**src/sv/sequencer_voice_note_table_macros.svh**
```systemverilog
// Assertion macros shared by the voice note table RTL.
`ifndef SEQUENCER_VOICE_NOTE_TABLE_MACROS_SVH
`define SEQUENCER_VOICE_NOTE_TABLE_MACROS_SVH

`ifndef ASSERT_OFF
// Checked outside reset.
`define SVNT_ASSERT(name, prop, msg) \
  name: assert property (@(posedge clk) disable iff (rst) prop) else $error(msg);
// Checked on every edge, reset included.
`define SVNT_ASSERT_ALWAYS(name, prop, msg) \
  name: assert property (@(posedge clk) prop) else $error(msg);
`else
`define SVNT_ASSERT(name, prop, msg)
`define SVNT_ASSERT_ALWAYS(name, prop, msg)
`endif

`endif

```
**src/sv/svnt_pkg.sv**
```systemverilog
// Types and codes of the sequencer voice note table.
`default_nettype none
package svnt_pkg;

  // Request opcodes.
  localparam logic [2:0] OP_TICK      = 3'd0;
  localparam logic [2:0] OP_NOTE_ON   = 3'd1;
  localparam logic [2:0] OP_NOTE_DUR  = 3'd2;
  localparam logic [2:0] OP_NOTE_OFF  = 3'd3;
  localparam logic [2:0] OP_TRACK_OFF = 3'd4;
  localparam logic [2:0] OP_ALL_OFF   = 3'd5;
  localparam logic [2:0] OP_CLEAR     = 3'd6;
  localparam logic [2:0] OP_ADD_DUR   = 3'd7;

  // Event kinds.
  localparam logic [1:0] EVT_ON   = 2'd0;
  localparam logic [1:0] EVT_OFF  = 2'd1;
  localparam logic [1:0] EVT_DROP = 2'd2;

  typedef struct packed {
    logic [2:0]         opcode;
    logic [6:0]         track;
    logic [3:0]         channel;
    logic [6:0]         key;
    logic [6:0]         velocity;
    logic [23:0]        length_ticks;
    logic signed [23:0] delta_ticks;
  } req_t;

  typedef struct packed {
    logic [1:0]  event_kind;
    logic [6:0]  event_track;
    logic [3:0]  event_channel;
    logic [6:0]  event_key;
    logic [6:0]  event_velocity;
    logic [31:0] event_time;
    logic        last;
  } evt_t;

  // Identity and velocity of one stored note.
  typedef struct packed {
    logic [6:0] track;
    logic [3:0] channel;
    logic [6:0] key;
    logic [6:0] velocity;
  } note_t;

endpackage
`default_nettype wire

```
**src/sv/sequencer_voice_note_table.sv**
```systemverilog
// Top level of the sequencer voice note table: slot memory, scan sequencer and event output.
// The table holds up to VOICES active notes in insertion order, packed at the bottom of a slot
// memory and tracked by a fill count, so the scan never evaluates a slot before it is written.
// A request is taken only while the block is idle. A note on or note with duration is accepted,
// then writes the slot and builds the event, and then hands the event to the output register;
// a full table turns it into a drop event. Tick, note off, track off, all off, clear and add
// duration walk the occupied slots through the single read port of the slot memory, one slot
// per cycle unless stalled, rewriting kept notes down over removed ones; such a request skips
// the walk when the table is empty or the delta of add duration is not positive. One event is
// held back until the next one is found, which lets the final event of a request carry the
// last flag; each emitted event therefore also needs the output register free, and a stalled
// event consumer can hold up the scan. Events report the time counter as it was when the
// request arrived; tick and clear update the counter only after the scan. The configuration
// register event_enable is always ready and is meant to be written while the block is idle;
// with it at zero the table is updated without any event.
`default_nettype none
`include "sequencer_voice_note_table_macros.svh"
module sequencer_voice_note_table #(
  parameter int VOICES      = 16,
  parameter int LENGTH_BITS = 24
) (
  input  wire logic          clk,
  input  wire logic          rst,
  input  wire logic          req_valid,
  output      logic          req_ready,
  input  wire svnt_pkg::req_t req,
  output      logic          evt_valid,
  input  wire logic          evt_ready,
  output      svnt_pkg::evt_t evt,
  input  wire logic          cfg_valid,
  output      logic          cfg_ready,
  input  wire logic          cfg_data
);

  localparam int IDX_W = (VOICES > 1) ? $clog2(VOICES) : 1;
  localparam int CNT_W = $clog2(VOICES + 1);
  // The positive part of a delta has 23 bits; the sum needs one bit more than either side.
  localparam int SUM_W = ((LENGTH_BITS > 23) ? LENGTH_BITS : 23) + 1;
  localparam logic [SUM_W-1:0] LEN_MAX_W = SUM_W'((64'd1 << LENGTH_BITS) - 64'd1);
  localparam logic [CNT_W-1:0] FULL = CNT_W'(VOICES);

  typedef enum logic [1:0] {
    S_IDLE,
    S_INSERT,
    S_EVAL,
    S_DONE
  } state_t;

  // Slot memory: one write port and one registered read port.
  svnt_pkg::note_t        slot_note   [VOICES];
  logic [31:0]            slot_start  [VOICES];
  logic [LENGTH_BITS-1:0] slot_length [VOICES];

  svnt_pkg::note_t        rd_note;
  logic [31:0]            rd_start;
  logic [LENGTH_BITS-1:0] rd_length;

  state_t          state;
  svnt_pkg::req_t  req_q;
  logic [CNT_W-1:0] used;
  logic [CNT_W-1:0] scan_idx;
  logic [CNT_W-1:0] wr_idx;
  logic            found;
  logic            pend_valid;
  svnt_pkg::evt_t  pend;
  logic [31:0]     tick_count;
  logic            event_enable;

  logic                   mem_we;
  logic [IDX_W-1:0]       mem_waddr;
  svnt_pkg::note_t        w_note;
  logic [31:0]            w_start;
  logic [LENGTH_BITS-1:0] w_length;
  logic                   rd_en;
  logic [IDX_W-1:0]       rd_addr;

  logic                   req_take;
  logic                   out_free;
  logic                   id_match;
  logic                   hit;
  logic                   stall;
  logic                   evt_load;
  logic                   last_slot;
  logic [SUM_W-1:0]       len_sum;
  logic [LENGTH_BITS-1:0] len_kept;
  logic [LENGTH_BITS-1:0] len_in;
  svnt_pkg::evt_t         hit_evt;
  svnt_pkg::evt_t         ins_evt;

  assign req_ready = (state == S_IDLE);
  assign cfg_ready = 1'b1;
  assign req_take  = req_valid && req_ready;
  // The output register can take a new event this cycle.
  assign out_free  = !evt_valid || evt_ready;

  assign id_match  = (rd_note.track == req_q.track) && (rd_note.channel == req_q.channel) &&
                     (rd_note.key == req_q.key);
  assign last_slot = ((scan_idx + CNT_W'(1)) == used);
  assign len_in    = LENGTH_BITS'(req_q.length_ticks);

  // Add duration on a timed note of the requested track, saturating at the field maximum.
  assign len_sum = SUM_W'(rd_length) + SUM_W'(req_q.delta_ticks[22:0]);
  always_comb begin
    len_kept = rd_length;
    if (req_q.opcode == svnt_pkg::OP_ADD_DUR && rd_note.track == req_q.track &&
        rd_length != '0) begin
      len_kept = (len_sum > LEN_MAX_W) ? LENGTH_BITS'(LEN_MAX_W) : LENGTH_BITS'(len_sum);
    end
  end

  // Removal test for the slot under the scan.
  always_comb begin
    case (req_q.opcode)
      svnt_pkg::OP_TICK:
        hit = (rd_length != '0) && ((tick_count - rd_start) >= 32'(rd_length));
      svnt_pkg::OP_NOTE_OFF:   hit = id_match && !found;
      svnt_pkg::OP_TRACK_OFF:  hit = (rd_note.track == req_q.track);
      svnt_pkg::OP_ALL_OFF,
      svnt_pkg::OP_CLEAR:      hit = 1'b1;
      default:                 hit = 1'b0;
    endcase
  end

  // A removal event has to wait while an older one is held and the output is still full.
  assign stall = hit && event_enable && pend_valid && !out_free;

  // The held event moves into the output register this cycle.
  assign evt_load = ((state == S_EVAL) && hit && event_enable && pend_valid && out_free) ||
                    ((state == S_DONE) && pend_valid && out_free);

  always_comb begin
    hit_evt.event_kind     = svnt_pkg::EVT_OFF;
    hit_evt.event_track    = rd_note.track;
    hit_evt.event_channel  = rd_note.channel;
    hit_evt.event_key      = rd_note.key;
    hit_evt.event_velocity = rd_note.velocity;
    hit_evt.event_time     = tick_count;
    hit_evt.last           = 1'b0;

    ins_evt.event_kind     = (used == FULL) ? svnt_pkg::EVT_DROP : svnt_pkg::EVT_ON;
    ins_evt.event_track    = req_q.track;
    ins_evt.event_channel  = req_q.channel;
    ins_evt.event_key      = req_q.key;
    ins_evt.event_velocity = req_q.velocity;
    ins_evt.event_time     = tick_count;
    ins_evt.last           = 1'b0;
  end

  // Memory port control.
  always_comb begin
    mem_we    = 1'b0;
    mem_waddr = wr_idx[IDX_W-1:0];
    w_note    = rd_note;
    w_start   = rd_start;
    w_length  = len_kept;
    rd_en     = 1'b0;
    rd_addr   = IDX_W'(scan_idx + CNT_W'(1));
    unique case (state)
      S_IDLE: begin
        rd_en   = req_take;
        rd_addr = '0;
      end
      S_INSERT: begin
        mem_we    = (used != FULL);
        mem_waddr = used[IDX_W-1:0];
        w_note    = '{track: req_q.track, channel: req_q.channel, key: req_q.key,
                      velocity: req_q.velocity};
        w_start   = tick_count;
        w_length  = (req_q.opcode == svnt_pkg::OP_NOTE_DUR) ? len_in : '0;
      end
      S_EVAL: begin
        mem_we = !stall && !hit;
        rd_en  = !stall && !last_slot;
      end
      S_DONE: begin
      end
      default: begin
      end
    endcase
  end

  always_ff @(posedge clk) begin
    if (mem_we) begin
      slot_note[mem_waddr]   <= w_note;
      slot_start[mem_waddr]  <= w_start;
      slot_length[mem_waddr] <= w_length;
    end
    if (rd_en) begin
      rd_note   <= slot_note[rd_addr];
      rd_start  <= slot_start[rd_addr];
      rd_length <= slot_length[rd_addr];
    end
  end

  // Sequencer, table bookkeeping and the event output register.
  always_ff @(posedge clk) begin
    if (rst) begin
      state        <= S_IDLE;
      used         <= '0;
      pend_valid   <= 1'b0;
      evt_valid    <= 1'b0;
      tick_count   <= '0;
      event_enable <= 1'b0;
    end else begin
      if (cfg_valid && cfg_ready) begin
        event_enable <= cfg_data;
      end
      if (evt_load) begin
        evt_valid <= 1'b1;
      end else if (evt_ready) begin
        evt_valid <= 1'b0;
      end
      unique case (state)
        S_IDLE: begin
          if (req_take) begin
            req_q    <= req;
            scan_idx <= '0;
            wr_idx   <= '0;
            found    <= 1'b0;
            if (req.opcode == svnt_pkg::OP_NOTE_ON || req.opcode == svnt_pkg::OP_NOTE_DUR) begin
              state <= S_INSERT;
            end else if (used == '0 || (req.opcode == svnt_pkg::OP_ADD_DUR &&
                         (req.delta_ticks == 24'sd0 || req.delta_ticks[23]))) begin
              state <= S_DONE;
            end else begin
              state <= S_EVAL;
            end
          end
        end
        S_INSERT: begin
          if (used != FULL) begin
            used <= used + CNT_W'(1);
          end
          pend       <= ins_evt;
          pend_valid <= event_enable;
          state      <= S_DONE;
        end
        S_EVAL: begin
          if (!stall) begin
            if (hit) begin
              found <= 1'b1;
              if (event_enable) begin
                if (pend_valid) begin
                  evt <= pend;
                end
                pend       <= hit_evt;
                pend_valid <= 1'b1;
              end
            end else begin
              wr_idx <= wr_idx + CNT_W'(1);
            end
            if (last_slot) begin
              used  <= hit ? wr_idx : wr_idx + CNT_W'(1);
              state <= S_DONE;
            end else begin
              scan_idx <= scan_idx + CNT_W'(1);
            end
          end
        end
        S_DONE: begin
          // The held event is the final one of the request.
          if (!pend_valid || out_free) begin
            if (pend_valid) begin
              evt <= '{event_kind: pend.event_kind, event_track: pend.event_track,
                       event_channel: pend.event_channel, event_key: pend.event_key,
                       event_velocity: pend.event_velocity,
                       event_time: pend.event_time, last: 1'b1};
            end
            pend_valid <= 1'b0;
            if (req_q.opcode == svnt_pkg::OP_TICK) begin
              tick_count <= tick_count + 32'd1;
            end else if (req_q.opcode == svnt_pkg::OP_CLEAR) begin
              tick_count <= '0;
            end
            state <= S_IDLE;
          end
        end
        default: begin
          state <= S_IDLE;
        end
      endcase
    end
  end

  // While idle no event may be held back from the previous request.
  `SVNT_ASSERT(a_idle_no_pending, req_ready |-> !pend_valid, "event held while idle")
  // The fill count never passes the table size.
  `SVNT_ASSERT_ALWAYS(a_used_bound, !rst |=> used <= FULL, "fill count beyond table size")
  // During a scan the read slot is occupied and the write slot never runs ahead of it.
  `SVNT_ASSERT(a_scan_order, (state == S_EVAL) |-> (scan_idx < used && wr_idx <= scan_idx),
               "scan indexes out of order")

endmodule
`default_nettype wire

```
**config.mk**
```make
export PLATFORM = sky130hd
export DESIGN_NAME = sequencer_voice_note_table
export DESIGN_NICKNAME = d
export VERILOG_FILES = /design/src/sv/svnt_pkg.sv /design/src/sv/sequencer_voice_note_table.sv
export VERILOG_INCLUDE_DIRS = /design/src /design/src/sv
export SDC_FILE = /design/constraint.sdc
export NUM_CORES = 2
export LEC_CHECK = 0
export BUFFER_PORTS_ARGS = -buffer_cell sky130_fd_sc_hd__buf_2
export CAP_MARGIN = 10
export CORE_AREA = 2 2 485 487
export CTS_CLUSTER_SIZE = 16
export DETAILED_ROUTE_END_ITERATION = 10
export DIE_AREA = 0 0 487 489
export PLACE_DENSITY = 0.4
export RECOVER_POWER = 100
export REMOVE_ABC_BUFFERS = 1
export SYNTH_ARGS = -nofsm -noshare
export SYNTH_HDL_FRONTEND = slang
export SYNTH_SLANG_ARGS = --single-unit
```
**constraint.sdc**
```tcl
create_clock -name clk -period 12.3 [get_ports clk]
set_clock_uncertainty 0.2 [all_clocks]
set_input_delay 2.46 -clock clk [delete_from_list [all_inputs] [get_ports clk]]
set_output_delay 2.46 -clock clk [all_outputs]
set_load 0.03 [all_outputs]
```
==> metrics.md <==
| Metric | Value |
|---|---|
| RSZ-0062 raised after global routing | `false` |
| Comb pwr share | `a little under a third` |
| Failing checks | `capacitance limit, slew limit` |
| # hold bufs at CTS | `0` |
| Sequential share of the synthesized area | `72.0%` |
| P_sw | `between 6 and 7 mW` |
| Sw Share | `34.9%` |
| Drt pass-1 iters | `5` |
| Drt total wl | `197000 um` |
| Final hold vios | `0` |
| Vias per cell | `about 4.8` |
| I/O Buffers | `about 140` |
| CP endpoint kind | `register` |
| Fin crit period | `9.82 ns` |
| IO Count | `between 100 and 150` |
| Core Rows | `between 150 and 200` |
| Post-route ant nets | `0` |
| CP arrival | `between 9 and 10 ns` |
| Dpl ws | `~4.3 ns` |
| Netlist Area Pre-Place | `roughly 0.067 mm^2` |
| Crit-path cells | `ha_1 > a21o_1 > nor3_1 > a21oi_1 > o31ai_1 > nand2_1 > a21oi_1 > o21ai_0 > xor2_1 > ha_1 > a21oi_1 > nor2_1 > a2111oi_0 > o211ai_1 > nor4_1 > o21ai_0 > or4_1 > o31ai_1 > clkbuf_1 > a22o_2 > nand2_1 > nor3_2 > clkbuf_1` |
| Largest net degree at the start of global routing | `138` |
| Initial Utilization | `28.8%` |
| Synthesis Warnings | `0` |
| CTS Buf Count | `181` |
| Dpl hpwl | `117000 um` |
| WP data required | `~12 ns` |
| Fill count | `between 20000 and 25000` |
| Synth-to-Final Area Change | `14.8%` |
| Tcrit/Tclk final | `~80%` |
| Antenna violations before repair | `6` |
| Fin Setup TNS | `0 ns` |
| Crit Path Max Fanout | `37` |
| Fin. max-slew vios | `between 1000 and 1500` |
| # clock sinks | `about 1600` |
| Per-cell routed wire length | `roughly 25 um` |
| GP Congestion | `0.822` |
| Buf/Inv on CP | `2` |
| Hold Path Class | `reg2reg` |
| Max transition margin | `-134%` |
| Chip width | `roughly 490 um` |
| CTS tree | `done` |
| Clock power frac | `~28%` |
| Post-CTS repair timing setup buffer count | `0` |
| CP dominant cell by count | `a21oi_1` |
| H-tree Lvls | `4` |
| Share of layout cells above drive strength 1 | `about 10%` |
| Leak pwr | `25.6 nW` |
| Outcome | `finished, violations left` |
| Clock-pin transition on the worst setup and hold timing paths | `~0.06 ns` |
| DRC viols | `0` |
| Kind of cell adding the most delay to the critical path | `buffers and inverters` |
| Clk_lat worst skew | `around 0.83 ns` |
| Startpoint Class | `register` |
| # Max-Cap Violations | `43` |
| Max Clk Rate | `102 MHz` |
| Vias in the first global route | `between 30000 and 40000` |
| Non-Filler Instances | `approximately 7700` |
| Clk buf depth | `3` |
| Pwr per Cell Area | `approximately 240 mW/mm^2` |
| Synth area leaders | `edfxtp_1 (71%), mux2i_1 (4.8%), mux4_2 (2.8%)` |
| FF+latch count, synth | `about 1600` |
| Dpl cell area | `0.0721 mm^2` |
| Worst path max stage delay | `between 2 and 2.5 ns` |
| Post-synth top area share | `between 70% and 80%` |
| Post-route design area | `just under 0.08 mm^2` |
| PostCTS Resize Cnt | `0` |
| Max IR drop VDD | `0.176 mV` |
| Part of the power in registers | `roughly two fifths` |
| Die Ht | `about 490 um` |
| Initial DRC Count | `about 2400` |
| First-pass GRT wire length | `285000 um` |
| Mean Syn Cell Area | `about 16 um^2` |
| Overflow after GRT | `0` |
| EDFF count, synth | `1582` |
| Slowest stage cell on the critical path | `clkbuf_1` |
| Die Area | `~0.24 mm^2` |
| FFs w/ async S/R, synth | `0%` |
| Int Power | `~12 mW` |
| Core area | `between 0.2 and 0.25 mm^2` |
| Nets@finish | `about 4700` |
| All-Layer GR Usage | `around 16%` |
| Most used DFF post-synth | `edfxtp_1` |
| Clock tree root buffer cell | `clkbuf_16` |
| Distinct cells, synth | `between 80 and 90` |
| Kind of critical path | `reg2reg` |
| Placed cell count | `7406` |
| Cell taking the most area after synthesis | `edfxtp_1` |
| Mapped Cells | `~4300` |
| Vias | `~38000` |
| Final WS setup | `2.48 ns` |
| Setup violators final | `0` |
| Worst-margin pin slew | `between 3 and 4 ns` |
[kinds of logic (layout without fill, tap and decap cells)]
family,Yosys count,after routing,share of synthesized area [%]
AND/OR/NAND/NOR,939,939,6.56
multiplexers,462,462,8.56
buffers and inverters,322,679,1.89
flip-flops,1624,1624,72.0
XOR/XNOR,100,100,1.30
AO/OA/AOI/OAI,785,785,8.04
other,1,4,0.00558
adder cells (fa/ha/maj),89,89,1.68
[cell usage in the layout, fill, tap and decap left out, types with 34 or more instances in the layout]
| cell type | count |
|---|---|
| ha_1 | 87 |
| nand3_1 | 34 |
| clkbuf_1 | 229 |
| edfxtp_1 | 1582 |
| a311oi_1 | 82 |
| xnor2_1 | 48 |
| nor3_1 | 45 |
| clkinv_1 | 40 |
| a31oi_1 | 90 |
| dfxtp_1 | 42 |
| a211oi_1 | 248 |
| clkbuf_16 | 187 |
| o21ai_0 | 97 |
| a21oi_1 | 146 |
| nand2_1 | 449 |
| buf_2 | 50 |
| nor2_1 | 121 |
| xor2_1 | 52 |
| nor2b_1 | 171 |
| mux4_2 | 85 |
| inv_1 | 78 |
| mux2i_1 | 325 |
[worst reg2reg max path, cell delays in order (launching register included)]
cell and delay [ns]:
dfxtp_1 0.42, ha_1 0.33, a21o_1 0.27, nor3_1 0.23, a21oi_1 0.21, o31ai_1 0.36
nand2_1 0.18, a21oi_1 0.27, o21ai_0 0.18, xor2_1 0.23, ha_1 0.29, a21oi_1 0.15
nor2_1 0.06, a2111oi_0 0.44, o211ai_1 0.16, nor4_1 0.30, o21ai_0 0.13, or4_1 0.69
o31ai_1 0.31, clkbuf_1 0.55, a22o_2 0.26, nand2_1 0.33, nor3_2 0.30, clkbuf_1 2.44
[state kept, by name (all words and copies together) (netlist names), 25 cells and up]
register / cells
evt: 60
hit_evt: 25
ins_evt: 25
pend: 59
rd_start: 32
req_q: 26
slot_length: 384
slot_note: 400
slot_start: 512
tick_count: 32
[stage by stage]
step	utilization [%]	hold slack [ns]	power, mW
2_1_floorplan	-	0.200	12.1
3_3_place_gp	30.8	0.208	14.0
3_5_place_dp	30.8	0.205	14.0
4_1_cts	33.3	0.219	19.4
5_1_grt	33.0	0.232	19.9
6_report	33.0	0.221	18.9
[Yosys cell counts, drive strengths merged, types with 42 or more instances]
master and count:
inv 78, xnor2 48, xor2 52, mux2i 325, mux2 52, nor2b 172, nand2 449, a311oi 82
edfxtp 1582, mux4 85, nor3 48, clkbuf 210, nor2 123, a31oi 90, o21ai 98, ha 87
dfxtp 42, a21oi 146, a211oi 249
[power by group through the flow]
stage / logic (mW) / clock network [mW] / registers, mW
floorplan: 4.15 / 0 / 7.95
global placement: 6.04 / 0 / 7.98
detailed placement: 6.03 / 0 / 7.97
CTS: 6.05 / 5.43 / 7.86
global route: 6.32 / 5.63 / 7.93
finish: 5.75 / 5.27 / 7.89
[routing by layer]
metal  wire length [um]  global-route usage, %
met1              91800                   22.5
met2              96100                   27.7
met3               6210                   2.27
met4               3230                   3.61
met5                  0                      0
[cell type report]
type                       count  area (um^2)  area share [%]
sequential                  1624        48300            62.7
multi-input combinational   2376        17600            22.8
clock buffer                 241         4920            6.38
tap                         3060         3830            4.96
timing repair buffer         272         1390            1.80
clock inverter                88          753           0.976
inverter                      78          293           0.379
antenna                        3         7.51         0.00973
[worst paths after layout]
check / from / end / slack [ns] / cells past startpoint
setup / recovery: tick_count[4] / slot_length[0][7] / 2.48 / 23
setup reg to reg: tick_count[4] / slot_length[0][7] / 2.48 / 23
hold reg to reg: pend[54] / evt[54] / 0.22 / 0
hold / removal: pend[54] / evt[54] / 0.22 / 0
Power figures use the tool's default switching activity.
